==> src/design/gdfs_pkg.sv <==
// ----------------------------------------------------------------------------
// gdfs_pkg
// shared types and constants of the grid depth-first path finder
// ----------------------------------------------------------------------------
package gdfs_pkg;

	localparam int GRID_SIDE = 4;
	localparam int NUM_CELLS = GRID_SIDE * GRID_SIDE;
	localparam int COORD_W   = 2;
	localparam int CELL_W    = 2 * COORD_W;
	localparam int DEPTH_W   = 5;
	localparam int DIR_W     = 3;
	localparam int IN_W      = 24;
	localparam int OUT_W     = 8;
	localparam int USER_W    = 2;

	// neighbor order, last code means all tried
	localparam logic [DIR_W-1:0] DIR_YDEC = 3'd0;
	localparam logic [DIR_W-1:0] DIR_XINC = 3'd1;
	localparam logic [DIR_W-1:0] DIR_XDEC = 3'd2;
	localparam logic [DIR_W-1:0] DIR_YINC = 3'd3;
	localparam logic [DIR_W-1:0] DIR_DONE = 3'd4;

	localparam logic [COORD_W-1:0] COORD_MAX = COORD_W'(GRID_SIDE - 1);
	localparam logic [DEPTH_W-1:0] DEPTH_FULL = DEPTH_W'(NUM_CELLS);

	typedef enum logic [2:0] {
		ST_IDLE,
		ST_CHECK,
		ST_EXPLORE,
		ST_POP,
		ST_POP_WAIT,
		ST_EMIT_RD,
		ST_EMIT_WAIT,
		ST_RESULT
	} state_t;

	typedef struct packed {
		logic [DIR_W-1:0]  next_dir;
		logic [CELL_W-1:0] pos;
		logic [CELL_W-1:0] parent;
	} stack_entry_t;

	localparam int ENTRY_W = $bits(stack_entry_t);

	typedef struct packed {
		logic [COORD_W-1:0] step_x;
		logic [COORD_W-1:0] step_y;
		logic               has_step;
		logic               found;
		logic               last;
	} result_t;

endpackage

==> src/design/gdfs_ram.sv <==
// ----------------------------------------------------------------------------
// gdfs_ram
// generic single write port, single read port ram with registered read
// ----------------------------------------------------------------------------
module gdfs_ram #(
	parameter int WIDTH = 8,
	parameter int DEPTH = 16
) (
	input  logic                     clk,
	input  logic                     wr_en,
	input  logic [$clog2(DEPTH)-1:0] wr_addr,
	input  logic [WIDTH-1:0]         wr_data,
	input  logic                     rd_en,
	input  logic [$clog2(DEPTH)-1:0] rd_addr,
	output logic [WIDTH-1:0]         rd_data
);

	logic [WIDTH-1:0] mem_q [DEPTH];
	logic [WIDTH-1:0] rd_data_q;

	always_ff @(posedge clk) begin
		if (wr_en) begin
			mem_q[wr_addr] <= wr_data;
		end
		if (rd_en) begin
			rd_data_q <= mem_q[rd_addr];
		end
	end

	assign rd_data = rd_data_q;

endmodule

==> src/design/gdfs_search.sv <==
// ----------------------------------------------------------------------------
// gdfs_search
// backtracking search sequencer over the path stack ram, then path readout
// ----------------------------------------------------------------------------
module gdfs_search (
	input  logic                         clk,
	input  logic                         arst_n,
	input  logic                         in_valid,
	output logic                         in_ready,
	input  logic [gdfs_pkg::CELL_W-1:0]  start_cell,
	input  logic [gdfs_pkg::CELL_W-1:0]  target_cell,
	input  logic [gdfs_pkg::NUM_CELLS-1:0] safe_map,
	output logic                         res_valid,
	input  logic                         res_ready,
	output gdfs_pkg::result_t            res
);
	import gdfs_pkg::*;

	state_t                state_q, state_d;
	logic [DEPTH_W-1:0]    depth_q, depth_d;
	logic [NUM_CELLS-1:0]  onpath_q, onpath_d;
	logic [CELL_W-1:0]     cur_q, cur_d;
	logic [DIR_W-1:0]      dir_q, dir_d;
	logic [CELL_W-1:0]     target_q, target_d;
	logic [NUM_CELLS-1:0]  safe_q, safe_d;
	logic                  found_q, found_d;
	logic [CELL_W-1:0]     k_q, k_d;

	logic [COORD_W-1:0]    cx, cy;
	logic                  nb_ok;
	logic [CELL_W-1:0]     nb_cell;
	logic [DEPTH_W-1:0]    depth_dec;
	logic                  wr_en, rd_en;
	logic [CELL_W-1:0]     rd_addr;
	stack_entry_t          wr_entry, rd_entry;
	logic [ENTRY_W-1:0]    rd_raw;

	assign cx        = cur_q[CELL_W-1:COORD_W];
	assign cy        = cur_q[COORD_W-1:0];
	assign depth_dec = depth_q - DEPTH_W'(1);
	assign rd_entry  = stack_entry_t'(rd_raw);

	// neighbor in the direction under test
	always_comb begin
		nb_ok   = 1'b0;
		nb_cell = cur_q;
		case (dir_q)
			DIR_YDEC: begin
				nb_ok   = (cy != '0);
				nb_cell = {cx, cy - COORD_W'(1)};
			end
			DIR_XINC: begin
				nb_ok   = (cx != COORD_MAX);
				nb_cell = {cx + COORD_W'(1), cy};
			end
			DIR_XDEC: begin
				nb_ok   = (cx != '0);
				nb_cell = {cx - COORD_W'(1), cy};
			end
			DIR_YINC: begin
				nb_ok   = (cy != COORD_MAX);
				nb_cell = {cx, cy + COORD_W'(1)};
			end
			default: begin
				nb_ok   = 1'b0;
				nb_cell = cur_q;
			end
		endcase
	end

	always_ff @(posedge clk or negedge arst_n) begin
		if (!arst_n) begin
			state_q  <= ST_IDLE;
			depth_q  <= '0;
			onpath_q <= '0;
			found_q  <= 1'b0;
			k_q      <= '0;
		end else begin
			state_q  <= state_d;
			depth_q  <= depth_d;
			onpath_q <= onpath_d;
			found_q  <= found_d;
			k_q      <= k_d;
		end
	end

	always_ff @(posedge clk) begin
		cur_q    <= cur_d;
		dir_q    <= dir_d;
		target_q <= target_d;
		safe_q   <= safe_d;
	end

	always_comb begin
		state_d  = state_q;
		depth_d  = depth_q;
		onpath_d = onpath_q;
		cur_d    = cur_q;
		dir_d    = dir_q;
		target_d = target_q;
		safe_d   = safe_q;
		found_d  = found_q;
		k_d      = k_q;
		in_ready = 1'b0;
		wr_en    = 1'b0;
		rd_en    = 1'b0;
		rd_addr  = k_q;
		wr_entry = '{next_dir: dir_q + DIR_W'(1), pos: nb_cell, parent: cur_q};
		res_valid = 1'b0;
		res      = '0;
		case (state_q)
			ST_IDLE: begin
				in_ready = 1'b1;
				if (in_valid) begin
					depth_d  = '0;
					onpath_d = '0;
					cur_d    = start_cell;
					dir_d    = DIR_YDEC;
					target_d = target_cell;
					safe_d   = safe_map;
					state_d  = ST_CHECK;
				end
			end
			ST_CHECK: begin
				if (cur_q == target_q) begin
					found_d = 1'b1;
					k_d     = '0;
					state_d = (depth_q == '0) ? ST_RESULT : ST_EMIT_RD;
				end else if (depth_q == DEPTH_FULL) begin
					state_d = ST_POP;
				end else begin
					state_d = ST_EXPLORE;
				end
			end
			ST_EXPLORE: begin
				if (dir_q == DIR_DONE) begin
					state_d = ST_POP;
				end else if (nb_ok && safe_q[nb_cell] && !onpath_q[nb_cell]) begin
					wr_en             = 1'b1;
					onpath_d[nb_cell] = 1'b1;
					depth_d           = depth_q + DEPTH_W'(1);
					cur_d             = nb_cell;
					dir_d             = DIR_YDEC;
					state_d           = ST_CHECK;
				end else begin
					dir_d = dir_q + DIR_W'(1);
				end
			end
			ST_POP: begin
				rd_addr = depth_dec[CELL_W-1:0];
				if (depth_q == '0) begin
					found_d = 1'b0;
					state_d = ST_RESULT;
				end else begin
					rd_en           = 1'b1;
					depth_d         = depth_dec;
					onpath_d[cur_q] = 1'b0;
					state_d         = ST_POP_WAIT;
				end
			end
			ST_POP_WAIT: begin
				cur_d   = rd_entry.parent;
				dir_d   = rd_entry.next_dir;
				state_d = ST_EXPLORE;
			end
			ST_EMIT_RD: begin
				rd_en   = 1'b1;
				state_d = ST_EMIT_WAIT;
			end
			ST_EMIT_WAIT: begin
				res_valid    = 1'b1;
				res.step_x   = rd_entry.pos[CELL_W-1:COORD_W];
				res.step_y   = rd_entry.pos[COORD_W-1:0];
				res.has_step = 1'b1;
				res.found    = 1'b1;
				res.last     = ({1'b0, k_q} == depth_dec);
				if (res_ready) begin
					if (res.last) begin
						state_d = ST_IDLE;
					end else begin
						k_d     = k_q + CELL_W'(1);
						state_d = ST_EMIT_RD;
					end
				end
			end
			ST_RESULT: begin
				res_valid = 1'b1;
				res.found = found_q;
				res.last  = 1'b1;
				if (res_ready) begin
					state_d = ST_IDLE;
				end
			end
			default: begin
				state_d = ST_IDLE;
			end
		endcase
	end

	gdfs_ram #(
		.WIDTH (ENTRY_W),
		.DEPTH (NUM_CELLS)
	) u_stack_ram (
		.clk     (clk),
		.wr_en   (wr_en),
		.wr_addr (depth_q[CELL_W-1:0]),
		.wr_data (wr_entry),
		.rd_en   (rd_en),
		.rd_addr (rd_addr),
		.rd_data (rd_raw)
	);

endmodule

==> src/design/grid_dfs_path_finder.sv <==
// ----------------------------------------------------------------------------
// grid_dfs_path_finder
// depth-first path search on a 4x4 safe-cell grid, emits the path cell by cell
// ----------------------------------------------------------------------------
// flow: check the cell, then try neighbors in order until one is taken or all
// are tried; backtrack by pop and stack read; read each path beat from the ram
// into the output stage; start equal to target gives a single result beat
// throughput: one search at a time, next beat in once the final result sits in
// the output stage; search cycles depend on the map walked through the stack ram
// reset: arst_n clears the sequencer, path depth, on-path map and output stage
module grid_dfs_path_finder (
	input  logic                         clk,
	input  logic                         arst_n,
	input  logic                         s_axis_tvalid,
	output logic                         s_axis_tready,
	// start_x, start_y, target_x, target_y, safe_map
	input  logic [gdfs_pkg::IN_W-1:0]    s_axis_tdata,
	output logic                         m_axis_tvalid,
	input  logic                         m_axis_tready,
	// step_x, step_y, zero fill
	output logic [gdfs_pkg::OUT_W-1:0]   m_axis_tdata,
	// has_step, found
	output logic [gdfs_pkg::USER_W-1:0]  m_axis_tuser,
	output logic                         m_axis_tlast
);
	import gdfs_pkg::*;

	logic     res_valid, res_ready;
	result_t  res;
	logic     out_valid_q;
	result_t  out_q;

	gdfs_search u_search (
		.clk         (clk),
		.arst_n      (arst_n),
		.in_valid    (s_axis_tvalid),
		.in_ready    (s_axis_tready),
		.start_cell  ({s_axis_tdata[1:0], s_axis_tdata[3:2]}),
		.target_cell ({s_axis_tdata[5:4], s_axis_tdata[7:6]}),
		.safe_map    (s_axis_tdata[23:8]),
		.res_valid   (res_valid),
		.res_ready   (res_ready),
		.res         (res)
	);

	assign res_ready = !out_valid_q || m_axis_tready;

	always_ff @(posedge clk or negedge arst_n) begin
		if (!arst_n) begin
			out_valid_q <= 1'b0;
		end else if (res_ready) begin
			out_valid_q <= res_valid;
		end
	end

	always_ff @(posedge clk) begin
		if (res_ready && res_valid) begin
			out_q <= res;
		end
	end

	assign m_axis_tvalid = out_valid_q;
	assign m_axis_tdata  = {{(OUT_W - 2 * COORD_W){1'b0}}, out_q.step_y, out_q.step_x};
	assign m_axis_tuser  = {out_q.found, out_q.has_step};
	assign m_axis_tlast  = out_q.last;

endmodule

==> config.mk <==
export PLATFORM = sky130hd
export DESIGN_NAME = grid_dfs_path_finder
export DESIGN_NICKNAME = d
export VERILOG_FILES = /design/src/design/gdfs_pkg.sv /design/src/design/gdfs_ram.sv /design/src/design/gdfs_search.sv /design/src/design/grid_dfs_path_finder.sv
export SDC_FILE = /design/constraint.sdc
export NUM_CORES = 1
export LEC_CHECK = 0
export ABC_CLOCK_PERIOD_IN_PS = 4200
export BUFFER_PORTS_ARGS = -buffer_cell sky130_fd_sc_hd__buf_2
export CELL_PAD_IN_SITES_DETAIL_PLACEMENT = 0
export CELL_PAD_IN_SITES_GLOBAL_PLACEMENT = 1
export CORE_ASPECT_RATIO = 1.25
export CORE_MARGIN = 2
export CORE_UTILIZATION = 27
export CTS_BUF_LIST = sky130_fd_sc_hd__clkbuf_8 sky130_fd_sc_hd__clkbuf_16
export CTS_CLUSTER_DIAMETER = 60
export DETAILED_ROUTE_END_ITERATION = 16
export PLACE_DENSITY = 0.44
export SKIP_CTS_REPAIR_TIMING = 1
export SYNTH_ARGS = -nofsm -noshare
export SYNTH_HDL_FRONTEND = slang
export SYNTH_HIERARCHICAL = 1
export SYNTH_SLANG_ARGS = --single-unit
export TNS_END_PERCENT = 50
==> constraint.sdc <==
create_clock -name clk -period 4.2 [get_ports clk]
set_input_delay 0 -clock clk [delete_from_list [all_inputs] [get_ports clk]]
set_output_delay 0 -clock clk [all_outputs]
set_load 0.02 [all_outputs]
# [Yosys cells after proc, flatten, opt, wreduce, memory -nomap -nowiden]
# Memories as Yosys holds them, arrays and structs flattened. A register that Yosys moved wholly into a read port is not among the register bits.
# Index checks and enable logic that the tools add are counted.
[classes] n_lt_le_gt_ge=4 bitwise_logic=3 add_sub_neg=8 reduce_logical=25 muxes=58 n_eq_ne=26
[op_table] operator="16-bit 2-to-1 mux" count=4
[op_table] operator="16-bit case mux with 3 select lines" count=1
[op_table] operator="3-bit 2-to-1 mux" count=10
[op_table] operator="4-bit 2-to-1 mux" count=7
[op_table] operator="3-bit case mux with 8 select lines" count=1
[op_table] operator="5-bit 2-to-1 mux" count=4
[op_table] operator="16-bit AND" count=1
[op_table] operator="1-bit 2-to-1 mux" count=16
[op_table] operator="2-bit inequality test (second input constant)" count=8
[op_table] operator="16-bit inverter" count=1
[op_table] operator="16-bit bitwise OR" count=1
[op_table] operator="4-bit case mux with 4 select lines" count=1
[op_table] operator="3-bit == test (second input constant)" count=5
[op_table] operator="5-bit case mux with 3 select lines" count=1
[op_table] operator="3-bit by 2-bit == test with 1-bit output (second input constant)" count=4
[op_table] operator="4-bit case mux with 3 select lines" count=1
[op_table] operator="4-bit AND reduction" count=3
[op_table] operator="4-bit by 5-bit < comparator with 1-bit output (second input constant)" count=2
[op_table] operator="3-bit case mux with 3 select lines" count=1
[op_table] operator="1-bit binary-select mux with 4-bit select" count=2
[op_table] operator="1-bit demux with 4-bit select" count=2
[op_table] operator="4-bit by 1-bit >= comparator with 1-bit output (second input constant)" count=2
[op_table] operator="4-bit case mux with 2 select lines" count=1
[op_table] operator="2-bit nonzero test" count=4
[op_table] operator="26 further kinds" count=41
[word_totals] reg_bits=64 mem_bits_rw=176 n_memories=1
[mem_list] memory="u_search.u_stack_ram.mem_q" depth=16 word_bits=11 read_ports=1 rd_clocked_by_memory_dff=1 write_ports=1 line_no="gdfs_ram.sv:18" text="logic [WIDTH-1:0] mem_q [DEPTH];"

# [Logic depth before layout (Yosys ltp)]
# Gate-level depths: netlist of run 1.
[depth] ltp_word=11 ltp_mapped=15 ltp_nobuf=12

# [Modules after synthesis]
# Netlist of run 1, hierarchy kept.
[by_module_without_submodules] module="gdfs_ram" area_per_inst_um2=7108.1 seq_area_each_um2=5615.4 n_inst=1 cells_each=305
[by_module_without_submodules] module="gdfs_search" area_per_inst_um2=3751.1 seq_area_each_um2=1536.5 n_inst=1 cells_each=412
[by_module_without_submodules] module="grid_dfs_path_finder" area_per_inst_um2=297.8 seq_area_each_um2=235.2 n_inst=1 cells_each=16

# [Worst setup path after synthesis of run 1]
# Ideal clock, no wire load.
[synth_path] path_kind="reg2reg" startpoint="register u_search.dir_q[0]" endpoint="memory u_search/u_stack_ram/mem_q[0][0] (netlist name) (enable)" synth_period_minus_slack_ps=4553 path_buffers=2 stages_incl_launch_ff=15 arrival_ps=4159 path_slack_ps=-353 setup_ps=393 cell_sequence="edfxtp_1 > inv_1 > ha_1 > buf_4 > nor2b_1 > nor2_1 > a221oi_4 > inv_2 > nor4b_2 > nor4_1 > nor4_1 > buf_2 > and3_1 > or3b_2 > nor3_1"
[synth_via] elab_chain_len=11 word_cells_on_any_way=19 cone_classes="4 x eq/ne; 11 x mux; 4 x reduce/logical"
[synth_lines] element="start, declared" line_no="gdfs_search.sv:23" text="logic [DIR_W-1:0] dir_q, dir_d;"
[synth_lines] element="start signal, assigned" line_no="gdfs_search.sv:89" text="dir_q <= dir_d;"
[synth_lines] element="3-bit by 2-bit == test with 1-bit output, or another cell as far along" line_no="gdfs_search.sv:47" text="case (dir_q)"
[synth_lines] element="4-bit case mux with 4 select lines (*)" line_no="gdfs_search.sv:47"
[synth_lines] element="net u_search.nb_cell[0]" line_no="gdfs_search.sv:31" text="logic [CELL_W-1:0] nb_cell;"
[synth_lines] element="1-bit binary-select mux with 4-bit select" line_no="gdfs_search.sv:138" text="end else if (nb_ok && safe_q[nb_cell] && !onpath_q[nb_cell]) begin"
[synth_lines] element="1-bit 2-to-1 mux (implied by the code)" line_no="gdfs_search.sv:138"
[synth_lines] element="1-bit logical AND / 1-bit zero test (equally long branches)" line_no="gdfs_search.sv:138"
[synth_lines] element="1-bit logical AND (*)" line_no="gdfs_search.sv:138"
[synth_lines] element="1-bit 2-to-1 mux (*)" line_no="gdfs_search.sv:138"
[synth_lines] element="1-bit 2-to-1 mux (*)" line_no="gdfs_search.sv:136" text="if (dir_q == DIR_DONE) begin"
[synth_lines] element="1-bit 2-to-1 mux (*)" line_no="gdfs_search.sv:111" text="case (state_q)"
[synth_lines] element="net u_search.wr_en" line_no="gdfs_search.sv:33" text="logic wr_en, rd_en;"
[synth_lines] element="1-bit 2-to-1 mux (*)" line_no="gdfs_ram.sv:22" text="if (wr_en) begin"
[synth_lines] element="1-bit 2-to-1 mux (implied by the code) (*)" line_no="gdfs_ram.sv:23" text="mem_q[wr_addr] <= wr_data;"
[synth_lines] element="end, declared" line_no="gdfs_ram.sv:18"
# Mark *: on every way through the listed nets, which the timed path passes. The rest lies on a longest branch. The select of a mux whose other input is x is not followed.

# [Worst setup path in the final report of run 1]
[layout_path] startpoint="register u_search.dir_q[0]" endpoint="memory u_search/u_stack_ram/mem_q[0][5] (netlist name) (enable)"
[layout_via] elab_chain_len=11 word_cells_on_any_way=19 cone_classes="4 x eq/ne; 11 x mux; 4 x reduce/logical"
[layout_lines] element="3-bit by 2-bit == test with 1-bit output, or another cell as far along" line_no="gdfs_search.sv:47"
[layout_lines] element="4-bit case mux with 4 select lines" line_no="gdfs_search.sv:47"
[layout_lines] element="1-bit binary-select mux with 4-bit select" line_no="gdfs_search.sv:138"
[layout_lines] element="1-bit 2-to-1 mux (implied by the code)" line_no="gdfs_search.sv:138"
[layout_lines] element="1-bit logical AND / 1-bit zero test (equally long branches)" line_no="gdfs_search.sv:138"
[layout_lines] element="1-bit logical AND" line_no="gdfs_search.sv:138"
[layout_lines] element="1-bit 2-to-1 mux" line_no="gdfs_search.sv:138"
[layout_lines] element="1-bit 2-to-1 mux (*)" line_no="gdfs_search.sv:136"
[layout_lines] element="1-bit 2-to-1 mux (*)" line_no="gdfs_search.sv:111"
[layout_lines] element="net u_search.wr_en" line_no="gdfs_search.sv:33"
[layout_lines] element="1-bit 2-to-1 mux (*)" line_no="gdfs_ram.sv:22"
[layout_lines] element="1-bit 2-to-1 mux (implied by the code) (*)" line_no="gdfs_ram.sv:23"
# Marked as above.

==> results of run 1 <==
## cell families after synthesis
group	after synthesis	share of synthesized area
flops	251	0.662
simple gates	204	0.0935
compound gates	137	0.0876
buf+inv	61	0.0292
mux	59	0.109
xor+xnor	12	0.00942
fa+ha+maj	8	0.00897
other cells	1	0.000336
## routing by layer
| layer | part of all wire | routed length [µm] | GRT usage |
|---|---|---|---|
| met5 | 0 | 0 | 0 |
| met4 | 0.036 | 1120 | 0.0554 |
| met2 | 0.53 | 16200 | 0.261 |
| met3 | 0.029 | 890 | 0.0167 |
| met1 | 0.41 | 12600 | 0.174 |
## final cells by class
type	count	area [µm²]
sequential	251	7390
fill	4059	27500
inverter	14	52.6
tap	552	691
clock inverter	20	226
multi-input combinational	424	3500
timing repair buffer	117	881
clock buffer	27	664
## placed cells by master (no fill, tap or decap), types with 3 or more instances in the layout
cell type                       synthesis  routed
sky130_fd_sc_hd__dfrtp_1               30      30
sky130_fd_sc_hd__mux4_2                28      28
sky130_fd_sc_hd__bufinv_16              0       4
sky130_fd_sc_hd__nand3_1                8       8
sky130_fd_sc_hd__nand3b_1               5       5
sky130_fd_sc_hd__a2bb2oi_1              7       7
sky130_fd_sc_hd__o21ai_0               28      26
sky130_fd_sc_hd__o211ai_1               3       3
sky130_fd_sc_hd__or3_1                  5       5
sky130_fd_sc_hd__buf_4                  5      52
sky130_fd_sc_hd__nor2_1                44      43
sky130_fd_sc_hd__a22oi_1               23      23
sky130_fd_sc_hd__clkbuf_16              0      26
sky130_fd_sc_hd__mux4_1                16      16
sky130_fd_sc_hd__nand2b_1              14      14
sky130_fd_sc_hd__o22ai_1                6       6
sky130_fd_sc_hd__nor2b_1               20      20
sky130_fd_sc_hd__o221a_2                3       3
sky130_fd_sc_hd__clkinv_2               0       3
sky130_fd_sc_hd__o21a_1                 5       5
sky130_fd_sc_hd__dlygate4sd3_1          0      27
sky130_fd_sc_hd__nor3_1                15      13
sky130_fd_sc_hd__conb_1                 1       4
sky130_fd_sc_hd__nand4_1                3       3
sky130_fd_sc_hd__a21oi_1               16      16
sky130_fd_sc_hd__mux2i_1               13      13
sky130_fd_sc_hd__a211oi_1               3       3
sky130_fd_sc_hd__a31oi_1                9       9
sky130_fd_sc_hd__nor4_1                12      11
sky130_fd_sc_hd__inv_1                 13      17
sky130_fd_sc_hd__o211a_1                3       3
sky130_fd_sc_hd__xor2_1                10      10
sky130_fd_sc_hd__edfxtp_1             221     221
sky130_fd_sc_hd__ha_1                   8       8
sky130_fd_sc_hd__o31ai_1                9       9
sky130_fd_sc_hd__and2_1                 6       6
sky130_fd_sc_hd__nand2_1               58      57
sky130_fd_sc_hd__buf_2                  7      36
## flip-flops by register name (all words and copies together), names as in the netlist, 4 cells and up
register and flops:
u_search/cur_q 4, u_search/u_stack_ram/rd_data 11, m_axis_tdata 4, u_search/u_stack_ram/mem_q 176, u_search/depth_q 5, u_search/target_q 4
u_search/k_q 4, u_search/onpath_q 16, u_search/safe_q 16
## how the worst max path moves through the flow
stage | startpoint | endpoint | slack [ps] | cells after the start
after global placement | u_search/dir_q[0] | u_search/u_stack_ram/mem_q[0][0] | 220 | 12
after floorplan | u_search/dir_q[0] | u_search/u_stack_ram/mem_q[3][0] | -50 | 14
after detailed placement | u_search/dir_q[0] | u_search/u_stack_ram/mem_q[6][9] | 90 | 12
after global routing | u_search/dir_q[0] | u_search/u_stack_ram/mem_q[5][1] | 0.2 | 14
final | u_search/dir_q[0] | u_search/u_stack_ram/mem_q[0][5] | 210 | 12
after CTS | u_search/dir_q[0] | u_search/u_stack_ram/mem_q[7][1] | 70 | 12
## stage by stage
stage               setup slack, ps  area, µm²   util  hold slack, ps
global placement                217      12200  0.299             133
global route                  0.219      13400  0.328             132
CTS                            73.6      13100  0.321            -450
floorplan                     -46.7      11200      -            -296
finish                          205      13400  0.328            71.4
detailed placement             85.4      12200  0.299             146
## power by group
part	switching, µW	leakage [µW]	total [µW]	internal (µW)
Clock	981	0.000446	2380	1400
Combinational	3140	0.00181	4810	1680
Sequential	222	0.00240	3760	3540
## worst reg2reg max path: cells and delay by family (launching register included)
family | cells | cell delay [ps]
compound gates | 1 | 260
buf+inv | 1 | 250
fa+ha+maj | 2 | 500
flops | 1 | 440
simple gates | 8 | 2210
==> impl_metrics.csv, run 1 <==
group,metric,value,unit
worst_setup_path,worstSetupStartpointType,"flip-flop",
final_layout,diodes,0,
worst_setup_path,cp_slowest_stage_delay,510,ps
synth,synth_enable_flop_cells,221,
worst_setup_path,crit_slowest_cell,"sky130_fd_sc_hd__or3b_2",
placed_design,place.gp.congestion,0.823,
synth,synth_seq_cells,251,
cts,cts.sink_count,251,
synth,synth_largest_type_area_fraction,0.595,
worst_setup_path,r2r_cells,12,
worst_setup_path,crit_chain,"ha_1, ha_1, or3b_4, a22oi_4, nand2_2, nor4b_2, nor4_1, nor4_2, and3_2, or3b_2, nor3_2, buf_4",
final_layout,area.growth.synth_to_final,20.1,%
floorplan,chipWidth,186,µm
worst_setup_path,timing.critical_path.buf_inv,1,
sta,min_period_over_period,0.951,
sta,finalHoldViolations,0,
synth,synth.yosys.seq_area_share,0.662,
worst_setup_path,cp_arrival,4220,ps
synth,async_reset_ff_frac,0.120,
synth,synth_flop_cell,"sky130_fd_sc_hd__edfxtp_1",
sta,tns,0,ps
worst_setup_path,critical_path.most_common_cell,"sky130_fd_sc_hd__ha_1",
synth,synth.distinct_cells,73,
synth,yosys_warnings,6,
worst_setup_path,end_kind,"flip-flop",
power,power,11000,µW
final_layout,layoutNonFillerInstCount,1405,
worst_setup_path,cell_family_with_the_largest_share_of_critical_path_delay,"simple AND/OR/NAND/NOR gates",
sta,maxSlewViolCount,0,
sta,rsz0062_at_grt,"no",
power,power.density,818,nW/µm²
worst_setup_path,reg2reg_from,"u_search/dir_q[0]",
power,power.ir.vdd_worst,0.364,mV
floorplan,floorplan.initialDensity,0.273,
cts,cts-buffers-inserted,26,
global_routing,grt_pass1_wl,45100,µm
worst_setup_path,ff2ff_setup_slack,210,ps
worst_setup_path,crit_fanout,11,
synth,netlist_area_before_placement,11200,µm²
floorplan,die_outline_area,43000,µm²
cts,cts_root_buf,"sky130_fd_sc_hd__clkbuf_16",
final_layout,design.final.nets,870,
global_routing,grt_overflow_total,0,
synth,post_synth.cell_area_avg,15.2,µm²
synth,netlist.top_cell.by_area,"sky130_fd_sc_hd__edfxtp_1",
sta,setup-violations-final,0,
synth,synth_common_cells,"221 x sky130_fd_sc_hd__edfxtp_1, 58 x sky130_fd_sc_hd__nand2_1, 44 x sky130_fd_sc_hd__nor2_1",
worst_setup_path,rr_endpoint,"u_search/u_stack_ram/mem_q[0][5]",
synth,yosys-top-cells-area,"sky130_fd_sc_hd__edfxtp_1 59%, sky130_fd_sc_hd__dfrtp_1 6.7%, sky130_fd_sc_hd__mux4_2 5.7%",
floorplan,die_h,231,µm
power,total_leakage_power,0.00465,µW
sta,clock.fmax,250,MHz
sta,finalWorstPathRequiredPeriod,3990,ps
outcome,outcome,"completed",
cts,cts_htree_levels,1,
floorplan,std_cell_rows,83,
drt,via_count,6686,
synth,synth_most_common_cell,"sky130_fd_sc_hd__edfxtp_1",
sta,timing.clock.skew,24.6,ps
sta,maxSlewHeadroom,0.221,
final_layout,drive_gt1_frac,0.212,
placed_design,numPlacedInstances,1331,
global_routing,antenna_found_initial,0,
drt,first_iter_violations,435,
worst_setup_path,worst-endpoint-required,4430,ps
drt,dr.pass1.iters,5,
drt,detail-route-antenna-nets,0,
cts,cts_tree,"done",
drt,drt-total-wl,30700,µm
global_routing,grt_pass1_vias,6952,
placed_design,io_buffers,36,
drt,detail_route.wl_per_cell,21.9,µm
drt,detail_route.drc_violations,0,
floorplan,floorplan.core_area,40900,µm²
hold_path,timing.hold.worst.class,"in -> async",
cts,clock_latency,550,ps
floorplan,i_o_pin_total,41,
global_routing,grt_max_degree,45,
drt,avgViaCountPerCell,4.76,
sta,timing_worst_slew_pin_value,1170,ps
worst_setup_path,path_class,"reg -> reg",
synth,postSynthCellCount,733,
global_routing,grt_use_total,0.144,
flow_run,cap_violations,0,
cts,cts_max_path_buffers,3,
placed_design,dp.final_hpwl,21300,µm
cts,cts.reportedPaths.clkPinSlew,70,ps
Power figures use the tool's default switching activity.
==> run 2, diff against run 1 <==
--- a/config.mk
+++ b/config.mk
@@ -19,6 +19,5 @@
 export SKIP_CTS_REPAIR_TIMING = 1
 export SYNTH_ARGS = -nofsm -noshare
 export SYNTH_HDL_FRONTEND = slang
-export SYNTH_HIERARCHICAL = 1
 export SYNTH_SLANG_ARGS = --single-unit
 export TNS_END_PERCENT = 50
==> impl_metrics.csv, run 2 <==
group,metric,value,unit
final_layout,layout_top_registers,"u_search.u_stack_ram.mem_q x176, u_search.onpath_q x16, u_search.safe_q x16",
drt,avgViaCountPerCell,4.79,
power,seqPwrFrac,0.329,
sta,timing_worst_slew_pin_value,1080,ps
global_routing,grt_max_degree,31,
sta,hold_slack,-24.4,ps
sta,timing.clock.skew,11.5,ps
power,power.density,845,nW/µm²
cts,cts.reportedPaths.clkPinSlew,60,ps
sta,finalWorstPathRequiredPeriod,3690,ps
sta,tns,0,ps
synth,async_reset_ff_frac,0.120,
power,p_int,6780,µW
final_layout,design_area,13500,µm²
global_routing,global_route.peak_usage_layer,"met2",
floorplan,die_h,232,µm
drt,dr.pass1.iters,5,
power,combinationalPowerShare,0.455,
power,power_frac_clock,0.215,
synth,synth.yosys.seq_area_share,0.660,
final_layout,largest_register_ff_count,176,
floorplan,die_outline_area,43100,µm²
hold_path,timing.hold.worst.class,"in -> reg",
power,power.switching_fraction,0.406,
placed_design,numPlacedInstances,1356,
worst_setup_path,reg2reg_from,"u_search.dir_q[0]",
final_layout,design.final.nets,901,
sta,finalHoldViolations,1,
final_layout,layoutNonFillerInstCount,1436,
worst_setup_path,path_class,"reg -> reg",
synth,synth_enable_flop_cells,221,
synth,yosys-top-cells-area,"sky130_fd_sc_hd__edfxtp_1 59%, sky130_fd_sc_hd__mux4_2 8.8%, sky130_fd_sc_hd__dfrtp_1 6.7%",
drt,drt-total-wl,31500,µm
synth,synth_largest_type_area_fraction,0.593,
floorplan,std_cell_rows,83,
sta,maxSlewViolCount,0,
global_routing,use_met1,0.183,
cts,cts.sink_count,251,
global_routing,grt_overflow_total,0,
synth,synth_flop_cell,"sky130_fd_sc_hd__edfxtp_1",
cts,clock_latency,560,ps
synth,synth_seq_cells,251,
worst_setup_path,crit_fanout,12,
sta,timing.final.ws_setup,514,ps
worst_setup_path,worstSetupStartpointType,"flip-flop",
global_routing,grt_pass1_vias,7232,
sta,clock.fmax,271,MHz
drt,detail-route-antenna-nets,0,
worst_setup_path,worst-endpoint-required,4450,ps
floorplan,floorplan.initialDensity,0.273,
placed_design,io_buffers,36,
drt,detail_route.drc_violations,0,
global_routing,gr_layer_usage_met2,0.274,
sta,setup-violations-final,0,
placed_design,dp.final_hpwl,22000,µm
hold_path,worst_hold_startpoint,"s_axis_tvalid",
cts,cts_max_path_buffers,3,
power,power.ir.vdd_worst,0.388,mV
placed_design,pre_cts_slack,543,ps
floorplan,i_o_pin_total,41,
drt,detail_route.wl_per_cell,21.9,µm
flow_run,cap_violations,0,
sta,min_period_over_period,0.878,
cts,cts_tree,"done",
synth,yosys_warnings,0,
final_layout,register_with_the_most_flip_flops,"u_search.u_stack_ram.mem_q",
synth,netlist_area_before_placement,11200,µm²
synth,post_synth.cell_area_avg,14.7,µm²
final_layout,drive_gt1_frac,0.232,
synth,synth_most_common_cell,"sky130_fd_sc_hd__edfxtp_1",
worst_setup_path,startpoint,"u_search.dir_q[0]",
synth,synth_common_cells,"221 x sky130_fd_sc_hd__edfxtp_1, 60 x sky130_fd_sc_hd__nor2_1, 44 x sky130_fd_sc_hd__mux4_2",
worst_setup_path,end_kind,"flip-flop",
placed_design,placement.cell_area,12300,µm²
drt,first_iter_violations,456,
global_routing,grt_use_total,0.149,
worst_setup_path,cp_arrival,3930,ps
outcome,outcome,"finished with violations",
global_routing,grt_pass1_wl,46900,µm
cts,cts-buffers-inserted,29,
placed_design,place.gp.congestion,0.764,
global_routing,use_met3,0.0173,
synth,postSynthCellCount,763,
outcome,failed_checks,"negative hold slack",
floorplan,chipWidth,186,µm
sta,rsz0062_at_grt,"no",
floorplan,floorplan.core_area,41000,µm²
cts,cts_htree_levels,1,
synth,netlist.top_cell.by_area,"sky130_fd_sc_hd__edfxtp_1",
cts,cts_root_buf,"sky130_fd_sc_hd__clkbuf_16",
power,total_leakage_power,0.00469,µW
sta,maxSlewHeadroom,0.278,
final_layout,final_common_cell,"sky130_fd_sc_hd__edfxtp_1",
drt,via_count,6878,
final_layout,area.growth.synth_to_final,20.7,%
synth,synth.distinct_cells,70,
power,power_switching,4630,µW
final_layout,top_library_cells_by_usage_in_the_layout_fill_and_taps_aside,"221 x sky130_fd_sc_hd__edfxtp_1, 60 x sky130_fd_sc_hd__nor2_1, 55 x sky130_fd_sc_hd__buf_4",
global_routing,antenna_found_initial,1,
run 2: cell count changes in the layout (fill, tap and decap cells not counted), sizes merged, moves of 7 or more:
cell and change:
a22oi -23, a21oi +20, nand2 -18, nor2 +16, a211oi +12, and3 +9, nand2b -8, a2bb2oi -7
inv +7, o211ai +7
run 2: cell families after synthesis:
logic type | after synthesis | synth area share
flip-flops | 251 | 0.660
AND/OR/NAND/NOR | 198 | 0.0883
AO/OA/AOI/OAI | 153 | 0.0945
buffers and inverters | 74 | 0.0295
multiplexers | 61 | 0.104
XOR/XNOR | 13 | 0.0102
adder cells (fa/ha/maj) | 12 | 0.0134
other | 1 | 0.000335
run 2: final cells by class:
| type | instances | area (µm²) |
|---|---|---|
| fill | 4015 | 27500 |
| sequential | 251 | 7390 |
| multi-input combinational | 441 | 3560 |
| timing repair buffer | 118 | 873 |
| clock buffer | 29 | 726 |
| tap | 552 | 691 |
| clock inverter | 24 | 201 |
| inverter | 20 | 75.1 |
| antenna | 1 | 2.50 |
run 2: per-layer routing:
| metal | up-vias | share of wire |
|---|---|---|
| met4 | 0 | 0.021 |
| li1 | 3156 | - |
| met1 | 3550 | 0.42 |
| met2 | 132 | 0.53 |
| met3 | 40 | 0.030 |
| met5 | - | 0 |
run 2: stage by stage:
stage / hold WS, ps / utilization / total power [µW]
finish: -24.4 / 0.329 / 11400
global route: 9.79 / 0.329 / 12100
CTS: -486 / 0.323 / 11600
detailed placement: 114 / 0.300 / 9090
global placement: 92.0 / 0.300 / 9060
floorplan: -296 / - / 6970
run 2: critical path, stage by stage (launching register included):
cell,delay (ps)
sky130_fd_sc_hd__edfxtp_1,450
sky130_fd_sc_hd__ha_1,260
sky130_fd_sc_hd__ha_1,310
sky130_fd_sc_hd__or3_4,470
sky130_fd_sc_hd__nand2_1,170
sky130_fd_sc_hd__buf_4,210
sky130_fd_sc_hd__mux2i_1,200
sky130_fd_sc_hd__a311o_1,230
sky130_fd_sc_hd__o211ai_2,120
sky130_fd_sc_hd__nor2_1,110
sky130_fd_sc_hd__buf_4,190
sky130_fd_sc_hd__nand2_1,130
sky130_fd_sc_hd__nor3_1,240
sky130_fd_sc_hd__buf_4,260
run 2: path summary, 6_finish.rpt:
kind                                                           to  slack (ps)  cells after the start
worst max-delay path            u_search.u_stack_ram.mem_q[15][4]         510                     13
worst min-delay path                          u_search.state_q[0]         -20                      5
worst max register to register  u_search.u_stack_ram.mem_q[15][4]         510                     13
worst min register to register                   u_search.found_q         490                      1
max in group asynchronous                    u_search.onpath_q[2]        3650                      2
min in group asynchronous                         u_search.k_q[2]          40                      2
run 2: power by group through the flow:
stage | Combinational [µW] | Clock, µW | Sequential (µW)
finish | 5200 | 2460 | 3760
global route | 5670 | 2630 | 3800
CTS | 5310 | 2520 | 3770
detailed placement | 5290 | 0 | 3810
global placement | 5250 | 0 | 3810
floorplan | 3250 | 0 | 3730
==> run 3, diff against run 2 <==
--- a/config.mk
+++ b/config.mk
@@ -10,12 +10,12 @@
 export CELL_PAD_IN_SITES_DETAIL_PLACEMENT = 0
 export CELL_PAD_IN_SITES_GLOBAL_PLACEMENT = 1
 export CORE_ASPECT_RATIO = 1.25
-export CORE_MARGIN = 2
+export CORE_MARGIN = 1
 export CORE_UTILIZATION = 27
 export CTS_BUF_LIST = sky130_fd_sc_hd__clkbuf_8 sky130_fd_sc_hd__clkbuf_16
 export CTS_CLUSTER_DIAMETER = 60
 export DETAILED_ROUTE_END_ITERATION = 16
-export PLACE_DENSITY = 0.44
+export PLACE_DENSITY_LB_ADDON = 0.1
 export SKIP_CTS_REPAIR_TIMING = 1
 export SYNTH_ARGS = -nofsm -noshare
 export SYNTH_HDL_FRONTEND = slang
==> impl_metrics.csv, run 3 (synthesized netlist as in run 2, its figures left out) <==
group,metric,value,unit
final_layout,diodes,0,
sta,finalWorstPathRequiredPeriod,3790,ps
worst_setup_path,worstSetupStartpointType,"flip-flop",
drt,dr.pass1.iters,5,
final_layout,largest_register_ff_count,176,
final_layout,nFillCells,4031,
drt,avgViaCountPerCell,4.77,
sta,maxSlewViolCount,0,
cts,cts.sink_count,251,
sta,hold_slack,32.8,ps
final_layout,top_library_cells_by_usage_in_the_layout_fill_and_taps_aside,"221 x sky130_fd_sc_hd__edfxtp_1, 60 x sky130_fd_sc_hd__nor2_1, 46 x sky130_fd_sc_hd__buf_4",
final_layout,design.final.nets,895,
worst_setup_path,end_kind,"flip-flop",
drt,via_count,6829,
final_layout,layout_top_registers,"u_search.u_stack_ram.mem_q x176, u_search.onpath_q x16, u_search.safe_q x16",
floorplan,floorplan.core_area,41000,µm²
sta,maxSlewHeadroom,0.307,
final_layout,final_common_cell,"sky130_fd_sc_hd__edfxtp_1",
floorplan,floorplan.initialDensity,0.273,
floorplan,i_o_pin_total,41,
placed_design,place.gp.congestion,0.783,
sta,finalHoldViolations,0,
drt,detail_route.wl_per_cell,22.3,µm
final_layout,drive_gt1_frac,0.233,
placed_design,placement.cell_area,12300,µm²
global_routing,antenna_found_initial,1,
sta,timing.clock.skew,13.4,ps
global_routing,grt_max_degree,45,
worst_setup_path,worst-endpoint-required,4650,ps
cts,cts_max_path_buffers,3,
cts,cts-buffers-inserted,31,
drt,first_iter_violations,390,
worst_setup_path,cp_arrival,4240,ps
global_routing,global_route.peak_usage_layer,"met2",
sta,timing_worst_slew_pin_value,1040,ps
placed_design,numPlacedInstances,1347,
floorplan,std_cell_rows,83,
final_layout,multi_input_gate_area_in_the_final_layout,3570,µm²
final_layout,design_area,13600,µm²
global_routing,use_met1,0.195,
hold_path,timing.hold.worst.class,"in -> async",
drt,detail_route.drc_violations,0,
power,power.density,841,nW/µm²
power,power.ir.vdd_worst,0.384,mV
drt,detail-route-antenna-nets,0,
placed_design,dp.final_hpwl,21600,µm
sta,min_period_over_period,0.901,
flow_run,cap_violations,0,
drt,drt-total-wl,31900,µm
global_routing,grt_use_total,0.154,
final_layout,layoutNonFillerInstCount,1432,
cts,cts_htree_levels,1,
floorplan,die_outline_area,42300,µm²
final_layout,area.growth.synth_to_final,21.3,%
cts,cts.reportedPaths.clkPinSlew,60,ps
worst_setup_path,crit_fanout,22,
placed_design,io_buffers,36,
floorplan,die_h,230,µm
cts,cts_tree,"done",
final_layout,area.sequential,7390,µm²
global_routing,gr_layer_usage_met2,0.274,
sta,clock.fmax,264,MHz
sta,setup-violations-final,0,
cts,clock_latency,570,ps
outcome,outcome,"completed",
floorplan,chipWidth,184,µm
power,total_leakage_power,0.00470,µW
cts,cts_root_buf,"sky130_fd_sc_hd__clkbuf_16",
global_routing,grt_overflow_total,0,
final_layout,register_with_the_most_flip_flops,"u_search.u_stack_ram.mem_q",
global_routing,use_met3,0.0182,
sta,rsz0062_at_grt,"no",
power,power,11400,µW
worst_setup_path,path_class,"reg -> reg",
global_routing,grt_pass1_wl,47300,µm
global_routing,grt_pass1_vias,7151,
-- run 3: cell count changes in the layout (fill, tap and decap cells not counted), moves of 2 or more --
| cell | previous run | this run |
|---|---|---|
| sky130_fd_sc_hd__buf_4 | 55 | 46 |
| sky130_fd_sc_hd__nor3_1 | 20 | 17 |
| sky130_fd_sc_hd__nor3_2 | 1 | 4 |
| sky130_fd_sc_hd__clkbuf_16 | 29 | 31 |
| sky130_fd_sc_hd__clkinv_8 | 0 | 2 |
-- run 3: worst paths after layout --
path,endpoint,from,cells past startpoint,slack [ps]
setup / recovery,u_search.onpath_q[3],u_search.dir_q[0],11,410
hold / removal,u_search.k_q[0],arst_n,2,30
setup reg to reg,u_search.onpath_q[3],u_search.dir_q[0],11,410
hold reg to reg,u_search.found_q,u_search.found_q,1,510
max in group asynchronous,u_search.onpath_q[8],arst_n,2,3680
min in group clk,u_search.safe_q[14],s_axis_tdata[22],2,140
-- run 3: metrics by stage --
stage | setup TNS (ps) | util | worst slack (ps)
after global routing | 0 | 0.331 | 122
after global placement | 0 | 0.299 | 496
after CTS | 0 | 0.325 | 401
after detailed placement | 0 | 0.299 | 420
after floorplan | -2180 | - | -99.1
final | 0 | 0.331 | 414
-- run 3: critical path, cell delays in order (launching register included) --
cell and delay (ps):
sky130_fd_sc_hd__edfxtp_1 440, sky130_fd_sc_hd__ha_1 250, sky130_fd_sc_hd__ha_1 300, sky130_fd_sc_hd__or3_4 480, sky130_fd_sc_hd__nand2_1 170, sky130_fd_sc_hd__buf_4 200
sky130_fd_sc_hd__mux2i_1 90, sky130_fd_sc_hd__a311o_1 380, sky130_fd_sc_hd__o211ai_2 200, sky130_fd_sc_hd__o31a_1 730, sky130_fd_sc_hd__nor3_1 140, sky130_fd_sc_hd__a22o_1 270
-- run 3: power by group --
group / switching (µW) / internal [µW] / total (µW) / leakage [µW]
Sequential: 279 / 3490 / 3770 / 0.00240
Clock: 1110 / 1560 / 2670 / 0.000511
Combinational: 3190 / 1790 / 4970 / 0.00179
Total: 4580 / 6840 / 11400 / 0.00470
-- run 3: final cells by class --
type / count / area share
clock buffers: 31 / 0.0571
repair buffers: 110 / 0.0601
clock inverters: 27 / 0.0196
multi-input cells: 441 / 0.263
well taps: 552 / 0.0508
flip-flops and latches: 251 / 0.544
inverters: 20 / 0.00553
-- run 3: routing by layer --
metal,up-vias,wire length (µm)
li1,3151,-
met1,3491,13700
met2,147,16500
met3,40,1050
met4,0,703
met5,-,0
